$ cat config.mk
export PLATFORM = sky130hd
export DESIGN_NAME = indexed_list_store_flat
export DESIGN_NICKNAME = d
export VERILOG_FILES = /design/src/rtl/core/ils_pkg.sv /design/src/rtl/core/ils_if.sv /design/src/rtl/core/indexed_list_store.sv /design/src/rtl/core/ils_ram.sv /design/src/rtl/core/ils_ctrl.sv /design/src/flat_wrapper.sv
export SDC_FILE = /design/constraint.sdc
export NUM_CORES = 2
export LEC_CHECK = 0
export ABC_AREA = 1
export BUFFER_PORTS_ARGS = -buffer_cell sky130_fd_sc_hd__clkbuf_2
export CORE_UTILIZATION = 30
export DETAILED_ROUTE_END_ITERATION = 12
export PLACE_DENSITY_LB_ADDON = 0.05
export SLEW_MARGIN = 20
export SYNTH_ARGS = -nofsm -noshare
export SYNTH_HDL_FRONTEND = slang
export SYNTH_SLANG_ARGS = --single-unit
export TNS_END_PERCENT = 5
$ cat constraint.sdc
create_clock -name clk -period 7.2 [get_ports clk]
set_input_delay 0.72 -clock clk [delete_from_list [all_inputs] [get_ports clk]]
set_output_delay 0.72 -clock clk [all_outputs]
set_load 0.02 [all_outputs]
$ cat src/rtl/core/ils_pkg.sv
// ----------------------------------------------------------------------------
// ils_pkg
// Shared types and constants for the indexed list store: request codes,
// field widths, controller states and the result bundle.
// ----------------------------------------------------------------------------
package ils_pkg;

    localparam int CAPACITY_DEF = 64;

    localparam int FUNC_W = 3;
    localparam int POS_W  = 16;
    localparam int DATA_W = 32;
    localparam int LEN_W  = 7;

    localparam logic [FUNC_W-1:0] FN_READ      = 3'd0;
    localparam logic [FUNC_W-1:0] FN_INS_FRONT = 3'd1;
    localparam logic [FUNC_W-1:0] FN_INS_BACK  = 3'd2;
    localparam logic [FUNC_W-1:0] FN_INS_AT    = 3'd3;
    localparam logic [FUNC_W-1:0] FN_DELETE    = 3'd4;

    typedef enum logic [1:0] {
        ST_IDLE,
        ST_READ,
        ST_SHIFT,
        ST_DONE
    } state_t;

    typedef struct packed {
        logic signed [DATA_W-1:0] read_value;
        logic                     done_ok;
        logic [LEN_W-1:0]         list_length;
    } res_t;

endpackage

$ cat src/rtl/core/ils_if.sv
// ----------------------------------------------------------------------------
// ils_if
// Valid/ready channels of the indexed list store: request and result.
// ----------------------------------------------------------------------------
interface ils_req_if;
    logic                             valid;
    logic                             ready;
    logic [ils_pkg::FUNC_W-1:0]       func;
    logic [ils_pkg::POS_W-1:0]        position;
    logic signed [ils_pkg::DATA_W-1:0] item_value;

    modport source (output valid, output func, output position, output item_value,
                    input ready);
    modport sink   (input valid, input func, input position, input item_value,
                    output ready);
endinterface

interface ils_rsp_if;
    logic                              valid;
    logic                              ready;
    logic signed [ils_pkg::DATA_W-1:0] read_value;
    logic                              done_ok;
    logic [ils_pkg::LEN_W-1:0]         list_length;

    modport source (output valid, output read_value, output done_ok, output list_length,
                    input ready);
    modport sink   (input valid, input read_value, input done_ok, input list_length,
                    output ready);
endinterface

$ cat src/rtl/core/indexed_list_store.sv
// ----------------------------------------------------------------------------
// indexed_list_store
// Ordered list of signed 32-bit values in a bounded element memory, with
// read, insert front/back/at and delete requests; one result per request.
// ----------------------------------------------------------------------------
// Elements sit in one synchronous memory in list order, so an insert or a
// delete moves every later element by one entry, one entry per cycle through
// the memory's single read port and single write port. A new request is
// accepted while the previous result still waits in the output register.
// ----------------------------------------------------------------------------
module indexed_list_store #(
    parameter int CAPACITY = ils_pkg::CAPACITY_DEF
) (
    input  logic      clk,
    input  logic      rst_n,
    ils_req_if.sink   req,
    ils_rsp_if.source rsp
);

    localparam int AW = (CAPACITY > 1) ? $clog2(CAPACITY) : 1;

    logic                              ram_wr_en;
    logic [AW-1:0]                     ram_wr_addr;
    logic signed [ils_pkg::DATA_W-1:0] ram_wr_data;
    logic                              ram_rd_en;
    logic [AW-1:0]                     ram_rd_addr;
    logic signed [ils_pkg::DATA_W-1:0] ram_rd_data;

    logic          res_valid;
    logic          res_ready;
    ils_pkg::res_t res;

    logic          rsp_valid_reg;
    ils_pkg::res_t rsp_data_reg;

    ils_ctrl #(
        .CAPACITY (CAPACITY)
    ) u_ctrl (
        .clk         (clk),
        .rst_n       (rst_n),
        .req         (req),
        .ram_wr_en   (ram_wr_en),
        .ram_wr_addr (ram_wr_addr),
        .ram_wr_data (ram_wr_data),
        .ram_rd_en   (ram_rd_en),
        .ram_rd_addr (ram_rd_addr),
        .ram_rd_data (ram_rd_data),
        .res_valid   (res_valid),
        .res_ready   (res_ready),
        .res         (res)
    );

    ils_ram #(
        .DEPTH (CAPACITY)
    ) u_ram (
        .clk     (clk),
        .wr_en   (ram_wr_en),
        .wr_addr (ram_wr_addr),
        .wr_data (ram_wr_data),
        .rd_en   (ram_rd_en),
        .rd_addr (ram_rd_addr),
        .rd_data (ram_rd_data)
    );

    // output item register
    assign res_ready = !rsp_valid_reg || rsp.ready;

    always_ff @(posedge clk or negedge rst_n)
    begin
        if (!rst_n)
        begin
            rsp_valid_reg <= 1'b0;
        end
        else if (res_ready)
        begin
            rsp_valid_reg <= res_valid;
        end
    end

    always_ff @(posedge clk)
    begin
        if (res_valid && res_ready)
        begin
            rsp_data_reg <= res;
        end
    end

    assign rsp.valid       = rsp_valid_reg;
    assign rsp.read_value  = rsp_data_reg.read_value;
    assign rsp.done_ok     = rsp_data_reg.done_ok;
    assign rsp.list_length = rsp_data_reg.list_length;

endmodule

$ cat src/rtl/core/ils_ram.sv
// ----------------------------------------------------------------------------
// ils_ram
// Element memory: one write port and one read port, registered read data.
// ----------------------------------------------------------------------------
module ils_ram #(
    parameter int  DEPTH = ils_pkg::CAPACITY_DEF,
    localparam int AW    = (DEPTH > 1) ? $clog2(DEPTH) : 1
) (
    input  logic                              clk,
    input  logic                              wr_en,
    input  logic [AW-1:0]                     wr_addr,
    input  logic signed [ils_pkg::DATA_W-1:0] wr_data,
    input  logic                              rd_en,
    input  logic [AW-1:0]                     rd_addr,
    output logic signed [ils_pkg::DATA_W-1:0] rd_data
);

    logic signed [ils_pkg::DATA_W-1:0] mem [DEPTH];

    always_ff @(posedge clk)
    begin
        if (wr_en)
        begin
            mem[wr_addr] <= wr_data;
        end
    end

    always_ff @(posedge clk)
    begin
        if (rd_en)
        begin
            rd_data <= mem[rd_addr];
        end
    end

endmodule

$ cat src/rtl/core/ils_ctrl.sv
// ----------------------------------------------------------------------------
// ils_ctrl
// Request sequencer: decodes a request, runs reads and the one-entry-per-cycle
// shift of inserts and deletes through the element memory, keeps the length.
// ----------------------------------------------------------------------------
module ils_ctrl #(
    parameter int  CAPACITY = ils_pkg::CAPACITY_DEF,
    localparam int AW       = (CAPACITY > 1) ? $clog2(CAPACITY) : 1,
    localparam int CW       = $clog2(CAPACITY + 1)
) (
    input  logic                              clk,
    input  logic                              rst_n,
    ils_req_if.sink                           req,
    output logic                              ram_wr_en,
    output logic [AW-1:0]                     ram_wr_addr,
    output logic signed [ils_pkg::DATA_W-1:0] ram_wr_data,
    output logic                              ram_rd_en,
    output logic [AW-1:0]                     ram_rd_addr,
    input  logic signed [ils_pkg::DATA_W-1:0] ram_rd_data,
    output logic                              res_valid,
    input  logic                              res_ready,
    output ils_pkg::res_t                     res
);

    localparam logic [CW-1:0] CAP_CNT = CW'(CAPACITY);

    ils_pkg::state_t state_reg, state_next;
    logic [CW-1:0]   count_reg, count_next;
    logic [AW-1:0]   dst_reg, dst_next;
    logic [AW-1:0]   end_reg, end_next;
    logic [AW-1:0]   wdst_reg, wdst_next;
    logic            ins_reg, ins_next;
    logic            wpend_reg, wpend_next;
    logic signed [ils_pkg::DATA_W-1:0] val_reg, val_next;
    logic signed [ils_pkg::DATA_W-1:0] res_value_reg, res_value_next;
    logic            res_ok_reg, res_ok_next;

    logic room;
    logic pos_in_len;
    logic pos_le_len;

    assign room       = (count_reg != CAP_CNT);
    assign pos_in_len = (req.position <  ils_pkg::POS_W'(count_reg));
    assign pos_le_len = (req.position <= ils_pkg::POS_W'(count_reg));

    always_ff @(posedge clk or negedge rst_n)
    begin
        if (!rst_n)
        begin
            state_reg <= ils_pkg::ST_IDLE;
            count_reg <= '0;
            wpend_reg <= 1'b0;
        end
        else
        begin
            state_reg <= state_next;
            count_reg <= count_next;
            wpend_reg <= wpend_next;
        end
    end

    always_ff @(posedge clk)
    begin
        dst_reg       <= dst_next;
        end_reg       <= end_next;
        wdst_reg      <= wdst_next;
        ins_reg       <= ins_next;
        val_reg       <= val_next;
        res_value_reg <= res_value_next;
        res_ok_reg    <= res_ok_next;
    end

    always_comb
    begin
        state_next     = state_reg;
        count_next     = count_reg;
        dst_next       = dst_reg;
        end_next       = end_reg;
        wdst_next      = wdst_reg;
        ins_next       = ins_reg;
        wpend_next     = wpend_reg;
        val_next       = val_reg;
        res_value_next = res_value_reg;
        res_ok_next    = res_ok_reg;

        req.ready   = 1'b0;
        res_valid   = 1'b0;
        ram_wr_en   = 1'b0;
        ram_wr_addr = wdst_reg;
        ram_wr_data = ram_rd_data;
        ram_rd_en   = 1'b0;
        ram_rd_addr = ins_reg ? (dst_reg - AW'(1)) : (dst_reg + AW'(1));

        unique case (state_reg)
            ils_pkg::ST_IDLE:
            begin
                req.ready = 1'b1;
                if (req.valid)
                begin
                    val_next       = req.item_value;
                    wpend_next     = 1'b0;
                    res_value_next = '0;
                    res_ok_next    = 1'b0;
                    state_next     = ils_pkg::ST_DONE;
                    unique case (req.func)
                        ils_pkg::FN_READ:
                        begin
                            if (pos_in_len)
                            begin
                                ram_rd_en   = 1'b1;
                                ram_rd_addr = AW'(req.position);
                                state_next  = ils_pkg::ST_READ;
                            end
                            else
                            begin
                                res_value_next = '1;
                            end
                        end
                        ils_pkg::FN_INS_FRONT:
                        begin
                            if (room)
                            begin
                                ins_next   = 1'b1;
                                dst_next   = AW'(count_reg);
                                end_next   = '0;
                                state_next = ils_pkg::ST_SHIFT;
                            end
                        end
                        ils_pkg::FN_INS_BACK:
                        begin
                            if (room)
                            begin
                                ins_next   = 1'b1;
                                dst_next   = AW'(count_reg);
                                end_next   = AW'(count_reg);
                                state_next = ils_pkg::ST_SHIFT;
                            end
                        end
                        ils_pkg::FN_INS_AT:
                        begin
                            if (room && pos_le_len)
                            begin
                                ins_next   = 1'b1;
                                dst_next   = AW'(count_reg);
                                end_next   = AW'(req.position);
                                state_next = ils_pkg::ST_SHIFT;
                            end
                        end
                        ils_pkg::FN_DELETE:
                        begin
                            if (pos_in_len)
                            begin
                                ins_next   = 1'b0;
                                dst_next   = AW'(req.position);
                                end_next   = AW'(count_reg - CW'(1));
                                state_next = ils_pkg::ST_SHIFT;
                            end
                        end
                        default:
                        begin
                        end
                    endcase
                end
            end

            ils_pkg::ST_READ:
            begin
                res_value_next = ram_rd_data;
                res_ok_next    = 1'b1;
                state_next     = ils_pkg::ST_DONE;
            end

            ils_pkg::ST_SHIFT:
            begin
                // write of the entry read last cycle
                if (wpend_reg)
                begin
                    ram_wr_en = 1'b1;
                end
                if (dst_reg != end_reg)
                begin
                    ram_rd_en  = 1'b1;
                    wpend_next = 1'b1;
                    wdst_next  = dst_reg;
                    dst_next   = ram_rd_addr;
                end
                else
                begin
                    wpend_next = 1'b0;
                    if (!wpend_reg)
                    begin
                        if (ins_reg)
                        begin
                            ram_wr_en   = 1'b1;
                            ram_wr_addr = end_reg;
                            ram_wr_data = val_reg;
                            count_next  = count_reg + CW'(1);
                        end
                        else
                        begin
                            count_next = count_reg - CW'(1);
                        end
                        res_value_next = '0;
                        res_ok_next    = 1'b1;
                        state_next     = ils_pkg::ST_DONE;
                    end
                end
            end

            ils_pkg::ST_DONE:
            begin
                res_valid = 1'b1;
                if (res_ready)
                begin
                    state_next = ils_pkg::ST_IDLE;
                end
            end

            default:
            begin
                state_next = ils_pkg::ST_IDLE;
            end
        endcase
    end

    assign res.read_value  = res_value_reg;
    assign res.done_ok     = res_ok_reg;
    assign res.list_length = ils_pkg::LEN_W'(count_reg);

endmodule
$ cat src/flat_wrapper.sv
// flat-port wrapper written by rule: the top's interface ports become plain ports
module indexed_list_store_flat 
#(
    parameter int CAPACITY = ils_pkg::CAPACITY_DEF
)
  (clk, rst_n, req_valid, req_func, req_position, req_item_value, req_ready, rsp_valid, rsp_read_value, rsp_done_ok, rsp_list_length, rsp_ready);
  ils_req_if req_i ();
  ils_rsp_if rsp_i ();
  input  logic clk;
  input  logic rst_n;
  input wire logic [$bits(req_i.valid)-1:0] req_valid;
  input wire logic [$bits(req_i.func)-1:0] req_func;
  input wire logic [$bits(req_i.position)-1:0] req_position;
  input wire logic [$bits(req_i.item_value)-1:0] req_item_value;
  output wire logic [$bits(req_i.ready)-1:0] req_ready;
  output wire logic [$bits(rsp_i.valid)-1:0] rsp_valid;
  output wire logic [$bits(rsp_i.read_value)-1:0] rsp_read_value;
  output wire logic [$bits(rsp_i.done_ok)-1:0] rsp_done_ok;
  output wire logic [$bits(rsp_i.list_length)-1:0] rsp_list_length;
  input wire logic [$bits(rsp_i.ready)-1:0] rsp_ready;
  assign req_i.valid = req_valid;
  assign req_i.func = req_func;
  assign req_i.position = req_position;
  assign req_i.item_value = req_item_value;
  assign req_ready = req_i.ready;
  assign rsp_valid = rsp_i.valid;
  assign rsp_read_value = rsp_i.read_value;
  assign rsp_done_ok = rsp_i.done_ok;
  assign rsp_list_length = rsp_i.list_length;
  assign rsp_i.ready = rsp_ready;
  indexed_list_store #(.CAPACITY(CAPACITY)) u_core (.clk(clk), .rst_n(rst_n), .req(req_i), .rsp(rsp_i));
endmodule
==> flow_metrics.py <==
metrics = {
    "final_layout": {
        "design_area_um2": 112000,
        "fin_nets": 9524,
        "mostFrequentLayoutCells": "nand2_1, edfxtp_1, inv_1, nand3_1, clkbuf_16",
        "multi_input_area_um2": 21100,
        "layout_commonest_cell": "nand2_1",
        "largest_register_ffs": 2048,
        "fill_cells": 32100,
        "largest-register": "u_core.u_ram.mem",
        "seq_area_um2": 66500,
        "area.growth.synth_to_final_pct": 16.5,
        "finish.utilization_pct": 35.2,
        "drive_gt1_share_pct": 8.78,
    },
    "placed_design": {
        "port_buffers": 96,
        "post-dp-hpwl_um": 202000,
        "gp_congestion": 0.784,
        "place_area_um2": 104000,
        "dpl_worst_slack_ns": 1.14,
    },
    "synth": {
        "synth_ff_type": "edfxtp_1",
        "synth_edf_count": 2204,
        "synthCells": 9240,
        "synth_nets": 9315,
        "synth_area_um2": 96500,
        "ys_types": 41,
        "synth_seq_cells": 2215,
        "ys_seq_area_share_pct": 68.8,
        "syn_area_per_cell_um2": 10.4,
        "async_flop_share_pct": 0.497,
        "yosys_warnings": 0,
    },
    "routing": {
        "ant_nets": 0,
        "avgViaCountPerCell": 4.67,
        "vias": 65100,
        "drt_iter0_drc": 5792,
        "drt-total-wl_um": 353000,
        "routedWlPerCell_um": 25.3,
        "drc_errors": 0,
        "firstDrtPassIters": 6,
    },
    "floorplanning": {
        "start_util_pct": 30.3,
        "io_pins": 97,
        "core_um2": 319000,
        "die_h_um": 569,
        "rows": 207,
        "die_w_um": 569,
        "dieArea_um2": 324000,
    },
    "grt": {
        "grt_pass1_wl_um": 499000,
        "overflow": 0,
        "grt_pass1_vias": 63500,
        "antenna_found_initial": 23,
        "track_usage_pct": 21.5,
        "grt_max_degree": 94,
    },
    "sta": {
        "final.period_utilization_pct": 81.9,
        "finalHoldViolations": 0,
        "setup-violations-final": 0,
        "rsz0062_at_grt": "false",
        "setup_ws_ns": 1.30,
        "fin_skew_ns": 0.0382,
        "slew_headroom_pct": 21.1,
        "max_freq_mhz": 170,
        "whs_ns": 0.0961,
        "slew_viol_final": 0,
        "tightest_slew_ns": 1.18,
        "fin_crit_ns": 5.90,
        "fin_tns_setup_ns": 0,
    },
    "critical_path": {
        "crit_path_end_kind": "register",
        "crit_path_start_kind": "register",
        "required_ns": 7.80,
        "cp_data_arrival_time_ns": 6.50,
        "critical_path_class": "register to register",
        "cp_max_fo": 66,
    },
    "cts": {
        "cts_buffers": 274,
        "insertion_delay_ns": 0.89,
        "clkTransAtPathRegs_ns": 0.06,
        "cts-resized-gates": 0,
        "htree_levels": 5,
        "cts_tree": "built",
        "clockBufferDepth": 4,
        "cts_hold_buf": 31,
        "root_buffer": "clkbuf_16",
        "clock-sinks": 2215,
        "post_cts_buffers": 0,
    },
    "power_and_ir_drop": {
        "ir_drop_uv": 605,
        "pwr_density_cell_nw_per_um2": 507,
        "power_leakage_nw": 46.8,
    },
    "run": {
        "cap_violations": 0,
    },
    "worst_hold_path": {
        "hp-class": "input port to register",
    },
    "outcome": {
        "status": "complete, no violations",
    },
}
## cell type report
cell class,count,share of cell area (%)
clock buffer,354,6.54
antenna,5,0.0111
tap,4284,4.77
inverter,2018,6.75
sequential,2215,59.1
multi-input combinational,4540,18.8
clock inverter,125,0.878
timing repair buffer,400,3.14
## logic make-up after synthesis
| family | share of synthesized area (%) |
|---|---|
| compound gates | 0.780 |
| xor+xnor | 0.127 |
| fa+ha+maj | 0.267 |
| buf+inv | 10.3 |
| flops | 68.8 |
| simple gates | 19.7 |
## synth_stat cells (all sizes together), types with 11 or more instances
| master | n | share of area [%] |
|---|---|---|
| a21oi | 46 | 0.24 |
| clkbuf | 66 | 0.26 |
| buf | 401 | 2.2 |
| xor2 | 12 | 0.11 |
| dfrtp | 11 | 0.29 |
| o21ai | 71 | 0.43 |
| ha | 19 | 0.25 |
| nand3 | 2008 | 10 |
| nand2 | 2218 | 8.6 |
| edfxtp | 2204 | 69 |
| nor2 | 129 | 0.51 |
| inv | 2016 | 7.8 |
## through the flow
step	power [mW]	cells
after floorplan	31.1	9240
final	57.0	13900
after CTS	57.7	13900
after detailed placement	44.3	13400
after global routing	59.8	13900
after global placement	44.3	13400
## path summary, 6_finish.rpt
path	start	endpoint	slack, ns	cells past startpoint
max in group asynchronous	rst_n	u_core.u_ctrl.count_reg[4]	6.63	2
worst max register to register	u_core.u_ctrl.count_reg[5]	u_core.u_ram.rd_data[12]	1.30	20
worst max-delay path	u_core.u_ctrl.count_reg[5]	u_core.u_ram.rd_data[12]	1.30	20
worst min-delay path	req_item_value[26]	u_core.u_ctrl.val_reg[26]	0.1	1
worst min register to register	u_core.u_ctrl.res_value_reg[11]	u_core.rsp.read_value[11]	0.42	0
min in group asynchronous	rst_n	u_core.u_ctrl.wpend_reg	0.30	2
## worst max-delay path: stages, from the launching register on
cell and delay (ns):
dfrtp_1 0.43, inv_1 0.22, ha_1 0.29, nand2_1 0.08, nand2_1 0.06, nand2_1 0.05
nand2_1 0.05, nor2_1 0.15, nand2_1 0.14, nor2_1 0.31, nand3_4 0.58, nand2_8 0.93
buf_4 0.39, buf_4 0.39, nand2_1 0.09, nand3_1 0.09, nand3_1 0.08, nand3_1 0.22
nand3_1 0.28, nand3_1 0.50, nand2_1 0.09
## per-layer routing
| layer | part of all wire (%) | global-route usage, % |
|---|---|---|
| met5 | 0 | 0 |
| met4 | 1.6 | 3.97 |
| met3 | 5.1 | 2.50 |
| met2 | 45 | 33.9 |
| met1 | 48 | 32.0 |
## power by group
group	switching (mW)	total, mW	internal [mW]
clock	5.57	13.2	7.63
combinational	20.3	26.5	6.27
sequential	0.379	17.2	16.8
Note: power is estimated with default switching activity, not from simulation.
